## src/rtl/core/vqdm_pkg.sv

```systemverilog
// Package for the virtqueue descriptor manager.
// Holds sizes, opcodes, status codes and the state machine type.
package vqdm_pkg;
  localparam int QUEUE_SIZE = 256;
  localparam int IDX_W = $clog2(QUEUE_SIZE);
  localparam int CNT_W = $clog2(QUEUE_SIZE + 1);
  localparam int DESC_W = 64 + 32 + 1 + 1;

  localparam logic [1:0] OP_ADD = 2'd0;
  localparam logic [1:0] OP_RELEASE = 2'd1;
  localparam logic [1:0] OP_KICK = 2'd2;

  localparam logic [1:0] ST_OK = 2'd0;
  localparam logic [1:0] ST_NO_SPACE = 2'd1;
  localparam logic [1:0] ST_DROPPED = 2'd2;

  typedef enum logic [2:0] {
    S_IDLE,
    S_INIT,
    S_LINK_RD,
    S_WALK,
    S_DONE
  } state_t;
endpackage

```

## src/rtl/core/vqdm_ram.sv

```systemverilog
// Generic single-port-write, single-port-read RAM with registered read.
// Depends on nothing.
module vqdm_ram #(
  parameter int WIDTH = 8,
  parameter int DEPTH = 256
) (
  input  logic                     clk,
  input  logic                     we,
  input  logic [$clog2(DEPTH)-1:0] waddr,
  input  logic [WIDTH-1:0]         wdata,
  input  logic [$clog2(DEPTH)-1:0] raddr,
  output logic [WIDTH-1:0]         rdata
);
  logic [WIDTH-1:0] mem [DEPTH];

  always_ff @(posedge clk) begin
    if (we) begin
      mem[waddr] <= wdata;
    end
    rdata <= mem[raddr];
  end
endmodule

```

## src/rtl/core/virtqueue_descriptor_manager.sv

```systemverilog
// Top level of the virtqueue descriptor manager: control sequencer and tables.
// Depends on vqdm_pkg and vqdm_ram.
//
// Channel  Direction  Contents
// s_axis   in         opcode, seg_addr, seg_len, device_writes, last_segment, ...
// m_axis   out        status, desc_index, head_index, free_count, avail_index, ...
// cfg      in         queue_index
//
// An add or kick passes through accept, link or flag read and result.
// A release also walks the chain between those steps, one descriptor per step,
// as the link and next-flag tables have a registered read.
// After reset an init pass over all QUEUE_SIZE entries writes the link table and
// clears the next flags; no item is taken.
// The result register holds while m_axis_tready is low; no new item is taken then.
module virtqueue_descriptor_manager
  import vqdm_pkg::*;
(
  input  logic         clk,
  input  logic         rst,
  input  logic         s_axis_tvalid,
  output logic         s_axis_tready,
  // opcode[1:0], seg_addr[65:2], seg_len[97:66], device_writes[98],
  // chain_length[107:99], chain_head[115:108], device_no_notify[116], zeros
  input  logic [119:0] s_axis_tdata,
  input  logic         s_axis_tlast,
  output logic         m_axis_tvalid,
  input  logic         m_axis_tready,
  // status[1:0], desc_index[9:2], head_index[17:10], free_count[26:18],
  // avail_index[42:27], notify[43], notify_queue[59:44], zeros
  output logic [63:0]  m_axis_tdata,
  input  logic         cfg_we,
  input  logic [15:0]  cfg_wdata
);
  state_t state, state_next;

  logic [1:0]  op;
  logic [63:0] addr;
  logic [31:0] len;
  logic        devw, last, no_notify;
  logic [8:0]  clen;
  logic [IDX_W-1:0] head;

  logic [IDX_W-1:0] free_head_ptr, open_head, prev_entry, walk_idx, init_idx;
  logic [CNT_W-1:0] free_total, seg_left, walk_n;
  logic [15:0] pending_added, published_avail, queue_index;
  logic chain_open, chain_rejected;

  logic [63:0] out_data;

  logic             link_we, nx_we, desc_we, av_we;
  logic [IDX_W-1:0] link_waddr, link_wdata, link_raddr, link_rdata;
  logic [IDX_W-1:0] nx_waddr, nx_raddr;
  logic             nx_wdata, nx_rdata;
  logic [IDX_W-1:0] av_waddr;

  // Decisions for an add, from registered state.
  logic first_ok, first_rej, add_write, add_post;
  logic [CNT_W-1:0] clen_ext, ft_after, sl_after, close_sum, close_sat;

  vqdm_ram #(.WIDTH(IDX_W), .DEPTH(QUEUE_SIZE)) u_link (
    .clk, .we(link_we), .waddr(link_waddr), .wdata(link_wdata),
    .raddr(link_raddr), .rdata(link_rdata));
  vqdm_ram #(.WIDTH(1), .DEPTH(QUEUE_SIZE)) u_next (
    .clk, .we(nx_we), .waddr(nx_waddr), .wdata(nx_wdata),
    .raddr(nx_raddr), .rdata(nx_rdata));
  logic [DESC_W-1:0] desc_rd;
  vqdm_ram #(.WIDTH(DESC_W), .DEPTH(QUEUE_SIZE)) u_desc (
    .clk, .we(desc_we), .waddr(free_head_ptr), .wdata({addr, len, devw, ~last}),
    .raddr(free_head_ptr), .rdata(desc_rd));
  logic [IDX_W-1:0] av_rd;
  vqdm_ram #(.WIDTH(IDX_W), .DEPTH(QUEUE_SIZE)) u_avail (
    .clk, .we(av_we), .waddr(av_waddr), .wdata(first_ok ? free_head_ptr : open_head),
    .raddr(av_waddr), .rdata(av_rd));

  always_comb begin
    clen_ext = CNT_W'(clen);
    first_rej = !chain_open && (clen == 9'd0 || {1'b0, clen} > 10'(free_total));
    first_ok = !chain_open && !first_rej;
    ft_after = first_ok ? free_total - clen_ext : free_total;
    sl_after = first_ok ? clen_ext : seg_left;
    add_write = !first_rej && !(chain_open && chain_rejected) && sl_after != '0;
    add_post = !first_rej && !(chain_open && chain_rejected) && last;
    close_sum = ft_after + (add_write ? sl_after - 1'b1 : sl_after);
    close_sat = (close_sum > CNT_W'(QUEUE_SIZE)) ? CNT_W'(QUEUE_SIZE) : close_sum;
  end

  logic [CNT_W:0] rel_sum;
  assign rel_sum = {1'b0, free_total} + {1'b0, walk_n};
  logic [CNT_W-1:0] rel_free;
  assign rel_free = (rel_sum > (CNT_W+1)'(QUEUE_SIZE)) ?
                    CNT_W'(QUEUE_SIZE) : rel_sum[CNT_W-1:0];
  logic walk_stop;
  assign walk_stop = !nx_rdata || walk_n == CNT_W'(QUEUE_SIZE);

  // Result word formed at the end of the table read cycle.
  logic [63:0] link_res;
  always_comb begin
    link_res = '0;
    link_res[26:18] = free_total;
    link_res[42:27] = published_avail;
    unique case (op)
      OP_ADD: begin
        if (first_rej) begin
          link_res[1:0] = ST_NO_SPACE;
        end else begin
          if (chain_open && chain_rejected) begin
            link_res[1:0] = ST_DROPPED;
          end else begin
            link_res[17:10] = first_ok ? free_head_ptr : open_head;
            if (add_write) begin
              link_res[9:2] = free_head_ptr;
            end else begin
              link_res[1:0] = ST_DROPPED;
            end
          end
          link_res[26:18] = last ? close_sat : ft_after;
        end
      end
      OP_KICK: begin
        link_res[42:27] = published_avail + pending_added;
        link_res[43] = !no_notify;
        link_res[59:44] = no_notify ? 16'd0 : queue_index;
      end
      default: begin
      end
    endcase
  end

  always_comb begin
    state_next = state;
    s_axis_tready = 1'b0;
    link_we = 1'b0; link_waddr = init_idx; link_wdata = init_idx + 1'b1;
    link_raddr = free_head_ptr;
    nx_we = 1'b0; nx_waddr = free_head_ptr; nx_wdata = ~last; nx_raddr = walk_idx;
    desc_we = 1'b0; av_we = 1'b0;
    av_waddr = IDX_W'(published_avail + pending_added);
    unique case (state)
      S_INIT: begin
        link_we = 1'b1;
        nx_we = 1'b1; nx_waddr = init_idx; nx_wdata = 1'b0;
        if (init_idx == IDX_W'(QUEUE_SIZE - 1)) state_next = S_IDLE;
      end
      S_IDLE: begin
        s_axis_tready = 1'b1;
        if (s_axis_tvalid) state_next = S_LINK_RD;
      end
      S_LINK_RD: begin
        if (op == OP_RELEASE) begin
          nx_raddr = head;
          link_raddr = head;
          state_next = S_WALK;
        end else begin
          if (op == OP_ADD) begin
            if (add_write) begin
              desc_we = 1'b1; nx_we = 1'b1;
            end else if (add_post) begin
              nx_we = 1'b1; nx_waddr = prev_entry; nx_wdata = 1'b0;
            end
            av_we = add_post;
          end
          state_next = S_DONE;
        end
      end
      S_WALK: begin
        if (walk_stop) begin
          link_we = 1'b1; link_waddr = walk_idx; link_wdata = free_head_ptr;
          state_next = S_DONE;
        end else begin
          link_raddr = link_rdata;
          nx_raddr = link_rdata;
        end
      end
      S_DONE: begin
        if (m_axis_tready) state_next = S_IDLE;
      end
      default: state_next = S_IDLE;
    endcase
  end

  always_ff @(posedge clk) begin
    if (rst) begin
      state <= S_INIT;
      init_idx <= '0;
      free_head_ptr <= '0; free_total <= CNT_W'(QUEUE_SIZE);
      seg_left <= '0; pending_added <= '0; published_avail <= '0;
      chain_open <= 1'b0; chain_rejected <= 1'b0;
      open_head <= '0; prev_entry <= '0; queue_index <= '0;
    end else begin
      state <= state_next;
      if (cfg_we) queue_index <= cfg_wdata;
      if (state == S_INIT) init_idx <= init_idx + 1'b1;
      if (state == S_IDLE && s_axis_tvalid) begin
        op <= s_axis_tdata[1:0];
        addr <= s_axis_tdata[65:2];
        len <= s_axis_tdata[97:66];
        devw <= s_axis_tdata[98];
        clen <= s_axis_tdata[107:99];
        head <= s_axis_tdata[115:108];
        no_notify <= s_axis_tdata[116];
        last <= s_axis_tlast;
      end
      if (state == S_LINK_RD) begin
        out_data <= link_res;
        if (op == OP_ADD) begin
          if (first_rej) begin
            if (!last) begin
              chain_open <= 1'b1; chain_rejected <= 1'b1; seg_left <= '0;
            end
          end else begin
            if (first_ok) open_head <= free_head_ptr;
            if (add_write) begin
              free_head_ptr <= link_rdata;
              prev_entry <= free_head_ptr;
            end
            if (add_post) pending_added <= pending_added + 1'b1;
            if (last) begin
              free_total <= close_sat;
              seg_left <= '0; chain_open <= 1'b0; chain_rejected <= 1'b0;
            end else begin
              free_total <= ft_after;
              seg_left <= add_write ? sl_after - 1'b1 : sl_after;
              chain_open <= 1'b1;
              if (first_ok) chain_rejected <= 1'b0;
            end
          end
        end
        if (op == OP_KICK) begin
          published_avail <= published_avail + pending_added;
          pending_added <= '0;
        end
        walk_idx <= head;
        walk_n <= CNT_W'(1);
      end
      if (state == S_WALK) begin
        if (walk_stop) begin
          free_total <= rel_free;
          out_data <= {out_data[63:27], rel_free, head, out_data[9:0]};
          free_head_ptr <= head;
        end else begin
          walk_idx <= link_rdata;
          walk_n <= walk_n + 1'b1;
        end
      end
    end
  end

  assign m_axis_tvalid = (state == S_DONE);
  assign m_axis_tdata = out_data;
endmodule

```

## config.mk

```make
export PLATFORM = sky130hd
export DESIGN_NAME = virtqueue_descriptor_manager
export DESIGN_NICKNAME = d
export VERILOG_FILES = /design/src/rtl/core/vqdm_pkg.sv /design/src/rtl/core/vqdm_ram.sv /design/src/rtl/core/virtqueue_descriptor_manager.sv
export SDC_FILE = /design/constraint.sdc
export NUM_CORES = 2
export LEC_CHECK = 0
export ABC_AREA = 1
export BUFFER_PORTS_ARGS = -buffer_cell sky130_fd_sc_hd__buf_2
export CAP_MARGIN = 0
export CORE_ASPECT_RATIO = 0.75
export CORE_MARGIN = 2
export CORE_UTILIZATION = 45
export CTS_CLUSTER_DIAMETER = 30
export DETAILED_ROUTE_END_ITERATION = 8
export SLEW_MARGIN = 15
export SYNTH_ARGS = -nofsm -noshare
export SYNTH_HDL_FRONTEND = slang
export SYNTH_HIERARCHICAL = 1
export SYNTH_SLANG_ARGS = --single-unit
```

## constraint.sdc

```tcl
create_clock -name clk -period 18.1 [get_ports clk]
set_input_delay 0.905 -clock clk [delete_from_list [all_inputs] [get_ports clk]]
set_output_delay 0.905 -clock clk [all_outputs]
set_load 0.02 [all_outputs]
```

# Word level (Yosys, flattened, before mapping)
# Memories as Yosys holds them, arrays and structs flattened. A register that Yosys moved wholly into a read port is not among the register bits.
# Cells that the tools add are included.
# totals
out_inout_bits	66
n_memories	2
regBits	205
in_bits	142
ram_bits	2304
wordCells	169
# mem_list
memory	words	width	read_ports	rd_ports_with_merged_regs	write_ports	line	source
u_link.mem	256	8	1	1	1	vqdm_ram.sv:14	logic [WIDTH-1:0] mem [DEPTH];
u_next.mem	256	1	1	1	1	vqdm_ram.sv:14	
# op_classes
mux	87
n_eq_ne	15
add_sub_neg	8
bitwise	3
order_cmp	3
reduce_logical	30
# ops
operator	n
$mux W64	3
$mux W8	23
$mux W9	17
$mux W16	6
$pmux W8 S2	3
$mux W33	1
$mux W27	1
$mux W25	1
$mux W1	20
$add A16 B1 Y16 const B	1
$add A16 B16 Y16	1
$reduce_and A4 Y1	4
$mux W3	5
$pmux W3 S5	1
$add A9 B9 Y10	1
$gt A10 B9 Y1 const B	1
$ne A2 B2 Y1 const B	5
$add A9 B1 Y9 const B	1
$add A9 B9 Y9	1
$eq A9 B9 Y1 const B	1
$gt A9 B9 Y1	1
$gt A9 B9 Y1 const B	1
$logic_not A9 Y1	1
$reduce_bool A9 Y1	1
other kinds (22)	45

# Logic depth before layout (Yosys ltp)
# logic_depth
depth_word	18
depth_mapped	40
mapped_depth_nobuf	39

# Cells and area by module
# Netlist, hierarchy kept.
# by_module_without_submodules
mod	n_inst	cells_per_inst	area_per_inst_um2	seq_area_each_um2
vqdm_ram (u_link)	1	7003	83396.2	61659.1
virtqueue_descriptor_manager	1	1569	11999.0	5124.9
vqdm_ram (u_next)	1	1184	11717.5	7707.4

# Worst setup path after synthesis
# Ideal clock, no wire load.
# synth_path
path_type	reg2reg
start	reg walk_n[4]
end	mem u_link.mem[0][1], data pin
arrival_time_ns	11.294
slack_ns	4.618
period_less_slack_ns	13.482
setup_time_ns	2.188
required_time_ns	15.912
stages_incl_launch_ff	7
cell_sequence	edfxtp_1 -> nor4_1 -> nand3_1 -> o21ai_0 -> nand2_1 -> clkbuf_1 -> o21ai_0
# synth_between
elab_chain_cells	4
# synth_rtl
element	line	source
start, declared	virtqueue_descriptor_manager.sv:44	logic [CNT_W-1:0] free_total, seg_left, walk_n;
start signal, assigned	virtqueue_descriptor_manager.sv:241	walk_n <= walk_n + 1'b1;
$eq A9 B9 Y1	virtqueue_descriptor_manager.sv:93	assign walk_stop = !nx_rdata || walk_n == CNT_W'(QUEUE_SIZE);
$logic_or A1 B1 Y1	virtqueue_descriptor_manager.sv:93	
$mux W8	virtqueue_descriptor_manager.sv:165	if (walk_stop) begin
$mux W8	virtqueue_descriptor_manager.sv:137	unique case (state)
net link_wdata[1]	virtqueue_descriptor_manager.sv:51	logic [IDX_W-1:0] link_waddr, link_wdata, link_raddr, link_rdata;
end, declared	vqdm_ram.sv:14	
# The timed path passes the listed nets, and every way through them passes these cells.

# Worst setup path after layout
# layout_path
start	reg walk_n[4]
end	reg u_link.rdata[5] (read register of u_link.mem)
# layout_between
elab_chain_cells	4
# layout_rtl
element	line	source
$eq A9 B9 Y1	virtqueue_descriptor_manager.sv:93	
$logic_or A1 B1 Y1	virtqueue_descriptor_manager.sv:93	
$mux W8	virtqueue_descriptor_manager.sv:165	
$pmux W8 S2	virtqueue_descriptor_manager.sv:137	
net link_raddr[0]	virtqueue_descriptor_manager.sv:51	
end, declared	vqdm_ram.sv:12	output logic [WIDTH-1:0] rdata
# The timed path passes the listed nets, and every way through them passes these cells.
# A chain may end at the register's enable or synchronous reset.

==> results.py <==
metrics = {
    "power": {
        "total_power_uw": 18310,
        "p_sw_uw": 5243,
        "cellPowerDensity_nw_per_um2": 147.4,
        "cellLeakagePower_uw": 0.04434,
        "clock_power_share_pct": 44.6,
        "p_seq_share_pct": 40.3,
        "comb_power_share_pct": 15.1,
        "peakVddDrop_mv": 0.1627,
        "internal_power_uw": 13070,
        "swShare_pct": 28.63,
    },
    "cts": {
        "clock-sinks": 2518,
        "clockBufferDepth": 4,
        "clk_latency_ns": 0.92,
        "cts.repair.resized": 0,
        "cts-root-buf": "clkbuf_16",
        "cts_tree": "yes",
        "cts-buffers-inserted": 433,
        "holdBufCountCts": 0,
        "cts_setup_buffers": 0,
        "ctsHtreeMaxLevel": 5,
        "path_clk_slew_ns": 0.05,
    },
    "min_path": {
        "min_to": "last",
        "hold_start": "s_axis_tlast",
        "holdPathStages": 1,
        "hold_class": "input port to register",
    },
    "routing": {
        "drt_wl_total_mm": 296.9,
        "routedWlPerCell_um": 22.36,
        "drtAntennaViolNets": 0,
        "vias": 75100,
        "viasPerCell": 5.655,
        "drtIter0Drc": 9263,
        "firstDrtPassIters": 6,
        "drc": 0,
    },
    "sta": {
        "rsz0062_at_grt": "no",
        "fmax_mhz": 130.7,
        "slew_violations": 0,
        "fin_skew_ns": 0.08732,
        "min_period_ns": 7.652,
        "finalSetupViolCount": 0,
        "tightestPinTransition_ns": 1.268,
        "final-hold-violation-count": 0,
        "post-route-period-util_pct": 42.28,
        "tns_ns": 0,
        "relSlewSlack_pct": 15.49,
        "whs_ns": 0.1698,
    },
    "synth": {
        "ys_warn_count": 6,
        "synth_top_area_share_pct": 67.45,
        "yosysMostFrequentCell": "nand2_1",
        "async_flop_share_pct": 0,
        "ys_seq_elements": 2518,
        "netlist_top_cells_count": "nand2_1, edfxtp_1, nand3_1, nor2_1, buf_2",
        "netlist_top_cells_area": "edfxtp_1, nand3_1, nand2_1",
        "syn_inst": 9756,
        "synth_ff_type": "edfxtp_1",
        "synth_area_per_cell_um2": 10.98,
        "synth_largest_area_cell": "edfxtp_1",
        "synth.distinct_cells": 57,
        "yosysSeqAreaShare_pct": 69.54,
        "synth_edf_count": 2406,
        "synth_fp_nets": 9949,
        "syn-cell-area_um2": 107100,
    },
    "global_routing": {
        "grtUsageTotal_pct": 23.88,
        "grt_overflow_total": 0,
        "grt_pass1_vias": 70630,
        "antenna_found_initial": 6,
        "grt_start_max_net_pins": 258,
        "grt_pass1_wl_mm": 440.8,
    },
    "placed_design": {
        "hpwl_mm": 161.1,
        "placedCellCount": 12480,
        "io_buffers": 107,
        "place_congestion": 0.8812,
    },
    "critical_path": {
        "rr_worst_depth": 22,
        "critPathBufInv": 6,
        "rrSetupSlack_ns": 10.45,
        "cp-start-kind": "register",
        "critPathRequiredTime_ns": 18.89,
        "crit_family": "buffers and inverters",
        "cp-end-kind": "register",
        "arrival_ns": 8.44,
        "cpMostUsedCell": "nand3_1",
        "timing.rr.start": "walk_n[4]",
        "crit_chain": "nor4_1 > nand3_1 > o21ai_0 > nor2_1 > inv_1 > nand2_1 > o211ai_1 > buf_4 > buf_4 > buf_4 > buf_4 > buf_4 > nand2_1 > nand3_1 > nand3_1 > nand3_1 > nand3_1 > nand3_1 > nand3_1 > nand2_1 > nand2_1 > nand2_1",
        "slowest_delay_ns": 0.80,
        "cp_max_fo": 85,
        "setup.worst_path.class": "register to register",
        "cp_slowest_cell": "buf_4",
        "rr_endpoint": "u_link/rdata[5]",
    },
    "run": {
        "drv_cap": 0,
    },
    "floorplan": {
        "core_area_um2": 237400,
        "floorplan.die_area_um2": 242000,
        "io-pin-count": 208,
        "rows": 155,
        "die_h_um": 426.5,
        "start_util_pct": 45.12,
        "die_width_um": 567.4,
    },
    "outcome": {
        "outcome": "complete, no violations",
    },
    "cells_and_area": {
        "num-fill-cells": 20360,
        "nets": 9965,
        "fin_cells": 13280,
        "final_core_util_pct": 52.33,
        "drive_gt1_share_pct": 9.866,
        "syn_to_final_growth_pct": 15.98,
    },
}
## cells in the final DEF (no fill, tap or decap), types with 11 or more instances in the layout
cell type	netlist	final
edfxtp_1	2406	2406
nor2_1	696	693
clkinv_2	1	77
buf_12	0	13
clkinv_4	0	37
bufinv_16	0	57
buf_4	53	93
clkinvlp_4	0	62
dfxtp_1	112	112
nand4_1	21	21
clkinv_1	1	44
inv_2	12	11
nor3_1	23	22
ha_1	47	47
nand3_1	2312	2310
a22oi_1	32	32
clkbuf_16	0	440
xor2_1	31	31
inv_1	205	199
o211ai_1	25	25
o21ai_0	134	127
inv_6	0	35
a21oi_1	138	138
nand2_1	2830	2827
clkbuf_1	205	32
buf_2	287	107
o21ai_1	11	11
## layer usage
layer / vias up / wire length [um] / GRT usage [%]
met2: 3370 / 131000 / 35.48
met4: 2 / 7858 / 7.462
li1: 34400 / - / -
met3: 484 / 28950 / 4.796
met5: - / 15 / 0
met1: 36840 / 129100 / 35.27
## power groups by stage
stage          Clock, uW  Sequential [uW]  Combinational [uW]
3_3_place_gp           0             7490                2660
4_1_cts             8260             7380                2720
5_1_grt             8540             7390                2950
6_report            8170             7390                2760
3_5_place_dp           0             7490                2710
2_1_floorplan          0             7980                1460
## worst max path at each step
stage               startpoint          endpoint  slack (ns)  cells after the start
floorplan            walk_n[4]  u_link/mem[0][1]        4.62                      6
global placement     walk_n[4]   u_link/rdata[6]       10.82                     22
detailed placement    state[1]   u_link/rdata[4]       10.67                     23
CTS                  walk_n[4]   u_link/rdata[4]       10.62                     22
global route          state[1]   u_link/rdata[6]        9.96                     23
finish               walk_n[4]   u_link/rdata[5]       10.45                     22
## worst register-to-register path: stages, from the launching register on
cell and delay (ns):
edfxtp_1 0.44, nor4_1 0.39, nand3_1 0.15, o21ai_0 0.42, nor2_1 0.11, inv_1 0.27
nand2_1 0.12, o211ai_1 0.30, buf_4 0.51, buf_4 0.82, buf_4 0.78, buf_4 0.74
buf_4 0.76, nand2_1 0.15, nand3_1 0.12, nand3_1 0.13, nand3_1 0.17, nand3_1 0.16
nand3_1 0.16, nand3_1 0.31, nand2_1 0.32, nand2_1 0.09, nand2_1 0.13
## final cells by class
cell class	instances	area, um^2	area share [%]
inverter	220	875.8	0.7050
tap	3140	3929	3.162
antenna	3	7.507	0.006043
multi-input combinational	6386	28670	23.08
sequential	2518	74490	59.96
timing repair buffer	213	1494	1.203
clock inverter	322	3565	2.869
clock buffer	477	11200	9.015
## per-stage QoR
stage	worst slack, ns	area, um^2
after global placement	10.82	109400
after CTS	10.62	124200
final	10.45	124200
after floorplan	4.618	107100
after global routing	9.959	124200
after detailed placement	10.67	109500
## registers in the layout, summed over array words and instances, names as in the netlist, 2 cells and up
| register | count |
|---|---|
| queue_index | 16 |
| free_head_ptr | 8 |
| u_link/mem | 2048 |
| u_next/mem | 256 |
| m_axis_tdata | 64 |
| seg_left | 9 |
| init_idx | 8 |
| op | 2 |
| walk_idx | 8 |
| published_avail | 16 |
| pending_added | 16 |
| state | 3 |
| free_total | 9 |
| head | 8 |
| u_link/rdata | 8 |
| prev_entry | 8 |
| walk_n | 9 |
| open_head | 8 |
| clen | 9 |
## logic make-up (layout without fill, tap and decap cells)
logic type | after synthesis | in the layout | synth area share, %
simple gates | 5915 | 5915 | 23.67
xor+xnor | 39 | 39 | 0.3189
compound gates | 380 | 380 | 2.031
buf+inv | 852 | 1232 | 3.801
fa+ha+maj | 51 | 51 | 0.6238
other cells | 0 | 3 | 0
mux | 1 | 1 | 0.009345
flops | 2518 | 2518 | 69.54
(Power assumes the default switching activity.)
